### config.mk
export PLATFORM = sky130hd
export DESIGN_NAME = utf8_to_utf16_transcoder_core
export DESIGN_NICKNAME = d
export VERILOG_FILES = /design/src/rtl/core/u8u16_pkg.sv /design/src/rtl/core/u8u16_decode.sv /design/src/rtl/core/u8u16_res_fifo.sv /design/src/rtl/core/utf8_to_utf16_transcoder_core.sv
export SDC_FILE = /design/constraint.sdc
export NUM_CORES = 1
export LEC_CHECK = 0
export BUFFER_PORTS_ARGS = -buffer_cell sky130_fd_sc_hd__buf_2
export CAP_MARGIN = 20
export CORE_MARGIN = 1.5
export CORE_UTILIZATION = 35
export DETAILED_ROUTE_END_ITERATION = 12
export PLACE_DENSITY = 0.49
export SLEW_MARGIN = 5
export SYNTH_ARGS = -nofsm -noshare
export SYNTH_HDL_FRONTEND = slang
export SYNTH_SLANG_ARGS = --single-unit
export TNS_END_PERCENT = 20
### constraint.sdc
create_clock -name i_clk -period 8.25 [get_ports i_clk]
set_input_delay 0.4125 -clock i_clk [delete_from_list [all_inputs] [get_ports i_clk]]
set_output_delay 0.4125 -clock i_clk [all_outputs]
set_load 0.02 [all_outputs]
### src/rtl/core/u8u16_pkg.sv
// ----------------------------------------------------------------------------
// u8u16_pkg
// Shared types and constants for the UTF-8 to UTF-16 transcoder core.
// ----------------------------------------------------------------------------
package u8u16_pkg;

    localparam int unsigned RES_FIFO_DEPTH = 4;

    localparam logic [15:0] CAP_RESET   = 16'hFFFF;
    localparam logic [15:0] REPLACEMENT = 16'hFFFD;
    localparam logic [15:0] HI_SURR     = 16'hD800;
    localparam logic [15:0] LO_SURR     = 16'hDC00;
    localparam logic [20:0] SUPP_BASE   = 21'h010000;

    // One input request
    typedef struct packed {
        logic [7:0] in_byte;
        logic       string_start;
    } t_in_req;

    // One result
    typedef struct packed {
        logic [15:0] code_unit;
        logic        replaced;
        logic        last_of_run;
        logic        string_done;
        logic [15:0] units_written;
    } t_out_res;

    // Results produced by one request, compacted: res_a first
    typedef struct packed {
        logic [1:0] count;
        t_out_res   res_a;
        t_out_res   res_b;
    } t_push;

endpackage

### src/rtl/core/u8u16_decode.sv
// ----------------------------------------------------------------------------
// u8u16_decode
// Sequence state and single-pass decode of one UTF-8 byte into up to two
// UTF-16 code units, with replacement and capacity handling.
// ----------------------------------------------------------------------------
module u8u16_decode
    import u8u16_pkg::*;
(
    input  logic        i_clk,
    input  logic        i_rst_n,
    input  logic        i_acc,
    input  t_in_req     i_req,
    input  logic [15:0] i_cap,
    output t_push       o_push
);

    logic [20:0] r_pv;
    logic [1:0]  r_tr;
    logic [2:0]  r_sl;
    logic [15:0] r_uc;
    logic        r_fin;
    logic        r_skip;

    logic [20:0] n_pv;
    logic [1:0]  n_tr;
    logic [2:0]  n_sl;
    logic [15:0] n_uc;
    logic        n_fin;
    logic        n_skip;

    t_push       push;

    always_comb begin
        logic [7:0]  b;
        logic        is_trail;
        logic [20:0] pv;
        logic [1:0]  tr;
        logic [2:0]  sl;
        logic [15:0] uc;
        logic        fin;
        logic        skip;
        logic        f_put;
        logic [15:0] f_unit;
        logic        f_repl;
        logic        f_nul;
        logic [20:0] f_pv;
        logic [1:0]  f_tr;
        logic [2:0]  f_sl;
        logic        req0, req1;
        logic [15:0] u0, u1;
        logic        rp0, rp1, nul0, nul1;
        logic [20:0] pvn;
        logic [19:0] cpm;
        logic        ok;
        logic        em0, em1;
        logic        dn0, dn1;
        logic [15:0] uw0, uw1;
        t_out_res    r0, r1;

        b        = i_req.in_byte;
        is_trail = (b[7:6] == 2'b10);

        // Start of string clears all string state first
        pv   = i_req.string_start ? '0 : r_pv;
        tr   = i_req.string_start ? '0 : r_tr;
        sl   = i_req.string_start ? '0 : r_sl;
        uc   = i_req.string_start ? '0 : r_uc;
        fin  = i_req.string_start ? 1'b0 : r_fin;
        skip = i_req.string_start ? 1'b0 : r_skip;

        // Classify the byte as a fresh lead
        f_put  = 1'b0;
        f_unit = REPLACEMENT;
        f_repl = 1'b0;
        f_nul  = 1'b0;
        f_pv   = '0;
        f_tr   = '0;
        f_sl   = '0;
        if (b[7] == 1'b0) begin
            f_put  = 1'b1;
            f_unit = {8'h00, b};
            f_nul  = (b == 8'h00);
        end else if (b >= 8'hC2 && b <= 8'hDF) begin
            f_pv = {16'h0, b[4:0]};
            f_tr = 2'd1;
            f_sl = 3'd2;
        end else if (b >= 8'hE0 && b <= 8'hEF) begin
            f_pv = {17'h0, b[3:0]};
            f_tr = 2'd2;
            f_sl = 3'd3;
        end else if (b >= 8'hF0 && b <= 8'hF4) begin
            f_pv = {18'h0, b[2:0]};
            f_tr = 2'd3;
            f_sl = 3'd4;
        end else begin
            f_put  = 1'b1;
            f_repl = 1'b1;
        end

        req0 = 1'b0; u0 = '0; rp0 = 1'b0; nul0 = 1'b0;
        req1 = 1'b0; u1 = '0; rp1 = 1'b0; nul1 = 1'b0;
        pvn  = {pv[14:0], b[5:0]};
        cpm  = pvn[19:0] - SUPP_BASE[19:0];
        ok   = 1'b0;
        case (sl)
            3'd2:    ok = (pvn >= 21'h80);
            3'd3:    ok = (pvn >= 21'h800) && !(pvn >= 21'hD800 && pvn <= 21'hDFFF);
            3'd4:    ok = (pvn >= 21'h10000) && (pvn <= 21'h10FFFF);
            default: ok = 1'b0;
        endcase

        // Plan the units for this byte
        if (!fin) begin
            if (uc >= i_cap) begin
                fin = 1'b1;
            end else if (tr != 2'd0) begin
                if (is_trail) begin
                    tr = tr - 2'd1;
                    pv = pvn;
                    if (tr == 2'd0) begin
                        if (ok) begin
                            if (pvn < SUPP_BASE) begin
                                req0 = 1'b1;
                                u0   = pvn[15:0];
                            end else if (({1'b0, uc} + 17'd2) > {1'b0, i_cap}) begin
                                fin = 1'b1;
                            end else begin
                                req0 = 1'b1;
                                u0   = HI_SURR | {6'h00, cpm[19:10]};
                                req1 = 1'b1;
                                u1   = LO_SURR | {6'h00, pvn[9:0]};
                            end
                        end else begin
                            req0 = 1'b1;
                            u0   = REPLACEMENT;
                            rp0  = 1'b1;
                            skip = 1'b1;
                        end
                        pv = '0;
                        sl = '0;
                    end
                end else begin
                    // Truncated sequence: replace, then take the byte afresh
                    req0 = 1'b1;
                    u0   = REPLACEMENT;
                    rp0  = 1'b1;
                    req1 = f_put;
                    u1   = f_unit;
                    rp1  = f_repl;
                    nul1 = f_nul;
                    pv   = f_pv;
                    tr   = f_tr;
                    sl   = f_sl;
                    skip = f_repl;
                end
            end else if (skip && is_trail) begin
                // drop trail bytes after an error
                skip = 1'b1;
            end else begin
                req0 = f_put;
                u0   = f_unit;
                rp0  = f_repl;
                nul0 = f_nul;
                pv   = f_pv;
                tr   = f_tr;
                sl   = f_sl;
                skip = f_repl;
            end
        end

        // Write the planned units against the capacity
        em0 = 1'b0; dn0 = 1'b0; uw0 = uc;
        if (req0 && !fin) begin
            if (uc >= i_cap) begin
                fin = 1'b1;
            end else begin
                uc  = uc + 16'd1;
                em0 = 1'b1;
                dn0 = nul0 || (uc >= i_cap);
                uw0 = uc;
                fin = fin | dn0;
            end
        end
        em1 = 1'b0; dn1 = 1'b0; uw1 = uc;
        if (req1 && !fin) begin
            if (uc >= i_cap) begin
                fin = 1'b1;
            end else begin
                uc  = uc + 16'd1;
                em1 = 1'b1;
                dn1 = nul1 || (uc >= i_cap);
                uw1 = uc;
                fin = fin | dn1;
            end
        end

        r0 = '{code_unit: u0, replaced: rp0, last_of_run: !em1,
               string_done: dn0, units_written: uw0};
        r1 = '{code_unit: u1, replaced: rp1, last_of_run: 1'b1,
               string_done: dn1, units_written: uw1};

        push.count = i_acc ? ({1'b0, em0} + {1'b0, em1}) : 2'd0;
        push.res_a = em0 ? r0 : r1;
        push.res_b = r1;

        // Hold state when no request is taken
        if (i_acc) begin
            n_pv   = pv;
            n_tr   = tr;
            n_sl   = sl;
            n_uc   = uc;
            n_fin  = fin;
            n_skip = skip;
        end else begin
            n_pv   = r_pv;
            n_tr   = r_tr;
            n_sl   = r_sl;
            n_uc   = r_uc;
            n_fin  = r_fin;
            n_skip = r_skip;
        end
    end

    // State registers
    always_ff @(posedge i_clk) begin
        if (!i_rst_n) begin
            r_pv   <= '0;
            r_tr   <= '0;
            r_sl   <= '0;
            r_uc   <= '0;
            r_fin  <= 1'b0;
            r_skip <= 1'b0;
        end else begin
            r_pv   <= n_pv;
            r_tr   <= n_tr;
            r_sl   <= n_sl;
            r_uc   <= n_uc;
            r_fin  <= n_fin;
            r_skip <= n_skip;
        end
    end

    assign o_push = push;

endmodule

### src/rtl/core/u8u16_res_fifo.sv
// ----------------------------------------------------------------------------
// u8u16_res_fifo
// Small result queue: takes up to two results a cycle, hands out one.
// ----------------------------------------------------------------------------
module u8u16_res_fifo
    import u8u16_pkg::*;
(
    input  logic                                 i_clk,
    input  logic                                 i_rst_n,
    input  t_push                                i_push,
    input  logic                                 i_pop,
    output t_out_res                             o_head,
    output logic [$clog2(RES_FIFO_DEPTH+1)-1:0]  o_count
);

    localparam int unsigned PW = $clog2(RES_FIFO_DEPTH);
    localparam int unsigned CW = $clog2(RES_FIFO_DEPTH + 1);

    t_out_res        r_mem [RES_FIFO_DEPTH];
    logic [PW-1:0]   r_wr_ptr, n_wr_ptr;
    logic [PW-1:0]   r_rd_ptr, n_rd_ptr;
    logic [CW-1:0]   r_count, n_count;
    logic [PW-1:0]   wr_ptr_b;

    assign wr_ptr_b = r_wr_ptr + PW'(1);

    // Advance pointers and occupancy
    always_comb begin
        n_wr_ptr = r_wr_ptr + PW'(i_push.count);
        n_rd_ptr = r_rd_ptr + PW'(i_pop);
        n_count  = r_count + CW'(i_push.count) - CW'(i_pop);
    end

    always_ff @(posedge i_clk) begin
        if (!i_rst_n) begin
            r_wr_ptr <= '0;
            r_rd_ptr <= '0;
            r_count  <= '0;
        end else begin
            r_wr_ptr <= n_wr_ptr;
            r_rd_ptr <= n_rd_ptr;
            r_count  <= n_count;
        end
    end

    // Store results
    always_ff @(posedge i_clk) begin
        if (i_push.count != 2'd0) begin
            r_mem[r_wr_ptr] <= i_push.res_a;
        end
        if (i_push.count == 2'd2) begin
            r_mem[wr_ptr_b] <= i_push.res_b;
        end
    end

    assign o_head  = r_mem[r_rd_ptr];
    assign o_count = r_count;

endmodule

### src/rtl/core/utf8_to_utf16_transcoder_core.sv
// A byte's results are decoded combinationally and registered into the
// result queue. One byte is taken per cycle while the input is not stalled;
// a byte yields zero, one or two units. Results drain one per cycle, unless
// the output stalls, through a four-entry queue; input stalls while fewer
// than two queue slots are free. Reset (synchronous, active low) clears
// string state and the queue and sets the unit capacity to 65535.
// ----------------------------------------------------------------------------
// utf8_to_utf16_transcoder_core
// UTF-8 byte stream to UTF-16 code units with replacement of ill-formed
// sequences and a per-string unit capacity.
// ----------------------------------------------------------------------------
module utf8_to_utf16_transcoder_core
    import u8u16_pkg::*;
(
    input  logic        i_clk,
    input  logic        i_rst_n,
    input  logic        i_in_valid,
    output logic        o_in_stall,
    input  t_in_req     i_in_req,
    output logic        o_out_valid,
    input  logic        i_out_stall,
    output t_out_res    o_out_res,
    input  logic        i_cfg_we,
    input  logic [15:0] i_cfg_data
);

    localparam int unsigned CW = $clog2(RES_FIFO_DEPTH + 1);

    logic [15:0]   r_cap;
    logic          in_acc;
    logic          out_pop;
    t_push         push;
    logic [CW-1:0] q_count;

    // Capacity register
    always_ff @(posedge i_clk) begin
        if (!i_rst_n) begin
            r_cap <= CAP_RESET;
        end else if (i_cfg_we) begin
            r_cap <= i_cfg_data;
        end
    end

    // Take a request only when two result slots are free
    assign o_in_stall = (q_count > CW'(RES_FIFO_DEPTH - 2));
    assign in_acc     = i_in_valid && !o_in_stall;

    u8u16_decode u_decode (
        .i_clk   (i_clk),
        .i_rst_n (i_rst_n),
        .i_acc   (in_acc),
        .i_req   (i_in_req),
        .i_cap   (r_cap),
        .o_push  (push)
    );

    u8u16_res_fifo u_fifo (
        .i_clk   (i_clk),
        .i_rst_n (i_rst_n),
        .i_push  (push),
        .i_pop   (out_pop),
        .o_head  (o_out_res),
        .o_count (q_count)
    );

    assign o_out_valid = (q_count != '0);
    assign out_pop     = o_out_valid && !i_out_stall;

    // Results only follow an accepted request
    a_no_push_idle: assert property (@(posedge i_clk) disable iff (!i_rst_n)
        !in_acc |-> (push.count == 2'd0))
        else $error("results pushed without a request");

    // Two results: only the second closes the run, and counts are consecutive
    a_pair_order: assert property (@(posedge i_clk) disable iff (!i_rst_n)
        (push.count == 2'd2) |->
            (!push.res_a.last_of_run && push.res_b.last_of_run &&
             (push.res_b.units_written == push.res_a.units_written + 16'd1)))
        else $error("pair results out of order");

    // Queue never overfills
    a_queue_bound: assert property (@(posedge i_clk) disable iff (!i_rst_n)
        q_count <= CW'(RES_FIFO_DEPTH))
        else $error("result queue overflow");

    // A single result always closes its run
    a_single_last: assert property (@(posedge i_clk) disable iff (!i_rst_n)
        (push.count == 2'd1) |-> push.res_a.last_of_run)
        else $error("single result not marked last");

endmodule
==> Implementation_results.wiki <==
{| class="wikitable"
! Metric !! Value
|-
| Placed instance count || 2,042
|-
| Mean post-synth cell area || between 9 and 10 sq um
|-
| Startpoint of the lowest-slack hold path || i_cfg_data[15]
|-
| Worst r2r dst || u_fifo.r_mem[3][7]
|-
| Worst slack at placement || 136 ps
|-
| Final setup fails || 0
|-
| Die boundary width || about 200 um
|-
| Yosys warning total || 0
|-
| Worst min path class || input pin to flop
|-
| # H-tree levels || 1
|-
| Die area || 0.0404 sq mm
|-
| EDFF count, synth || 136
|-
| Minimum clock period after layout || ~7500 ps
|-
| Pins over their slew limit || 0
|-
| Ys flop type || edfxtp_1
|-
| Maximum fanout along the worst path || 17
|-
| Area of the multi-input gates || ~0.0079 sq mm
|-
| FILL cells || between 3,000 and 4,000
|-
| Number of global-route vias before repair || around 12,000
|-
| Buffers on Ports || between 60 and 70
|-
| Number of standard cells in the final layout excluding fillers || between 2,000 and 2,500
|-
| Most common cell on crit path || ha_1
|-
| Initial Util || a little over a third
|-
| CTS sink cnt || 201
|-
| Remaining number of nets flagged by the antenna check after routing || 0
|-
| Max-Cap Viols || 0
|-
| HPWL after DPL || 33,900 um
|-
| Required @ worst endpoint || about 8500 ps
|-
| Avg Vias per Cell || between 5 and 6
|-
| Die Height || about 200 um
|-
| Fmax || roughly 0.13 GHz
|-
| Diode insertion count for antenna repair || 0
|-
| Most used cells in the layout excluding fill and tap cells || 163 x a21oi_1, 149 x nand2_1, 136 x edfxtp_1
|-
| Root buffer cell || clkbuf_16
|-
| Count of state elements after synthesis || 201
|-
| Hold Path Depth || 3
|-
| Total routed wirelength || 46,400 um
|-
| Reg2Reg Launch Point || u_decode.r_uc[1]
|-
| Fin worst setup slack || between 700 and 800 ps
|-
| Max VDD drop || roughly 140 uV
|-
| Aggregate global routing overflow || 0
|-
| Number of endpoints with negative hold slack in the final report || 0
|-
| Count of hold buffers inserted by post-cts repair || 0
|-
| Area contributors post-synth || edfxtp_1 30%, dfxtp_1 9.5%, ha_1 8.3%
|-
| Tightest slew margin relative to the limit || just under 30%
|-
| Type of element capturing the critical path || flop
|-
| Fin crit share || about 92%
|-
| Hold endpoint || r_cap[15]
|-
| Largest net degree at the start of global routing || 37
|-
| 1st-iter DRT viols || roughly 900
|-
| Worst Setup Start Kind || flop
|-
| Unrepaired setup endpoints after global routing || no
|-
| Unique cell type count in the Yosys netlist || 84
|-
| Share of the yosys chip area belonging to registers || between 30% and 40%
|-
| Initial antenna violation count || 0
|-
| Status || completed
|-
| Proportion of netlist area held by the largest area contributor || roughly 30%
|-
| I/O pins || 67
|-
| Post-layout net count || roughly 1,700
|-
| Site row count || a little over 70
|-
| First drt pass iteration count || 6
|-
| Post-CTS clock slew at the launch and capture registers of the worst setup and hold paths || around 60 ps
|-
| Summed negative setup slack over all endpoints || 0 ps
|-
| Total via count in the routed design || 12,101
|-
| Synth-to-layout area growth || 15.2%
|-
| Family of cells with the greatest summed delay on the critical path || simple AND/OR/NAND/NOR gates
|-
| Clock network latency to the later pin of the worst-skew pair || roughly 540 ps
|-
| Clock tree buffer depth || 3
|-
| Worst clock skew || 11.2 ps
|-
| Async SR Flop Fraction || 0%
|-
| Delay of the slowest cell on the worst path || 690 ps
|-
| Leakage component of the power || 5.94 nW
|-
| Final routed wire length divided by cell count || ~22 um
|-
| Minimum setup slack among reg-to-reg paths || 700 ps
|-
| Power density over the cells || 204 mW/mm^2
|-
| Standard cell with the maximum stage delay on the critical path || or3_2
|-
| Sequential cell area in the final layout || ~0.0054 sq mm
|-
| Post-synthesis net count || about 1,600
|-
| Final Util || around two fifths
|-
| Clock tree from TritonCTS || done
|-
| Arrival @ worst endpoint || just under 8000 ps
|-
| Remaining design rule violation count || 0
|-
| Most common cell after layout, fill and taps aside || a21oi_1
|-
| Cells after synthesis || around 1,500
|-
| Share of post-route cells with drive strength above 1 || roughly 16%
|-
| Post-synthesis instance area || 0.0137 sq mm
|-
| Crit path buffers/inverters || 5
|-
| GRT Overall Usage || approximately 23%
|-
| Most area-hungry cell type in the Yosys netlist || edfxtp_1
|-
| Count of cells along the worst register-to-register path || 32
|-
| Slew at the pin closest to its max-slew limit || 1060 ps
|-
| TritonCTS buffer count || 25
|-
| Wire length of the first global-routing pass || 71,100 um
|-
| WS Path Type || flop to flop
|-
| Placer congestion estimate || 0.905
|-
| Area of the core || ~0.039 sq mm
|}
-- kinds of logic after synthesis --
kind of cell             Yosys count  synth area share (%)
AO/OA/AOI/OAI                    459                  20.1
buffers and inverters            156                  4.57
AND/OR/NAND/NOR                  487                  17.7
flip-flops                       201                  39.3
adder cells (fa/ha/maj)           92                  8.45
multiplexers                      41                  6.22
XOR/XNOR                          56                  3.69
-- power by group --
group          internal, mW  switching, mW
clock network         0.649          0.439
logic                 0.339          0.546
registers              1.18         0.0668
-- tightest hold or removal path, cell delays in order --
cell,delay (ps)
buf_2,70
nand2_1,40
o211ai_1,60
-- registers in the layout, indices dropped and copies added, names as in the netlist --
name / flops
u_decode.r_fin: 1
u_decode.r_uc: 16
u_decode.r_sl: 3
u_fifo.r_rd_ptr: 2
u_decode.r_tr: 2
r_cap: 16
u_decode.r_skip: 1
u_decode.r_pv: 15
u_fifo.o_count: 3
u_fifo.r_wr_ptr: 2
u_fifo.r_mem: 140
-- Yosys cell counts, drive strengths merged (17+ instances only) --
master / instances
buf: 29
or3: 17
nand3: 65
mux4: 35
a22oi: 17
xnor2: 41
nor2: 88
nand4: 26
ha: 91
o211ai: 23
dfxtp: 65
o21ai: 107
nor3: 34
inv: 53
nand2: 154
o22ai: 57
nand2b: 17
clkbuf: 73
nor2b: 18
a21oi: 163
edfxtp: 136
-- metrics by stage --
stage | power [mW] | hold slack, ps | instance area [sq um]
after floorplan | 1.85 | 431 | 13800
after global placement | 2.15 | 442 | 14900
after detailed placement | 2.15 | 452 | 14900
after CTS | 3.25 | 59.8 | 15700
after global routing | 3.37 | 82.7 | 15800
final | 3.22 | 89.4 | 15800
-- routing by layer --
layer / vias to the layer above / wire [um] / GRT usage (%)
met5: - / 0 / 0
met4: 0 / 1140 / 5.93
met3: 71 / 3150 / 3.23
met2: 407 / 20800 / 35.7
met1: 5881 / 21300 / 32.5
li1: 5742 / - / -
-- how the worst max path moves through the flow --
stage | startpoint | endpoint | slack (ps) | depth (start not counted)
6_report | u_decode.r_uc[1] | u_fifo.r_mem[3][7] | 700 | 32
5_1_grt | u_decode.r_uc[1] | u_fifo.r_mem[0][9] | 40 | 36
4_1_cts | u_decode.r_uc[1] | u_fifo.r_mem[1][16] | 310 | 32
3_5_place_dp | i_in_req[0] | u_fifo.r_mem[2][1] | 140 | 35
3_3_place_gp | i_in_req[0] | u_fifo.r_mem[3][12] | 350 | 33
2_1_floorplan | i_in_req[0] | u_fifo.r_mem[3][17] | 70 | 38
-- repair_timing --
| item | in CTS | in global routing |
|---|---|---|
| setup buffers | 0 | 2 |
| gates resized for setup | 0 | 19 |
| endpoints found under the setup margin | 0 | 234 |
-- area by class of cell --
cell class              instances  area share (%)
repair buffers                138            5.72
flip-flops and latches        201            34.1
inverters                      54            1.28
clock buffers                  30            4.08
well taps                     518            4.10
multi-input cells            1136            49.7
clock inverters                15           0.990
(Power assumes the default switching activity.)
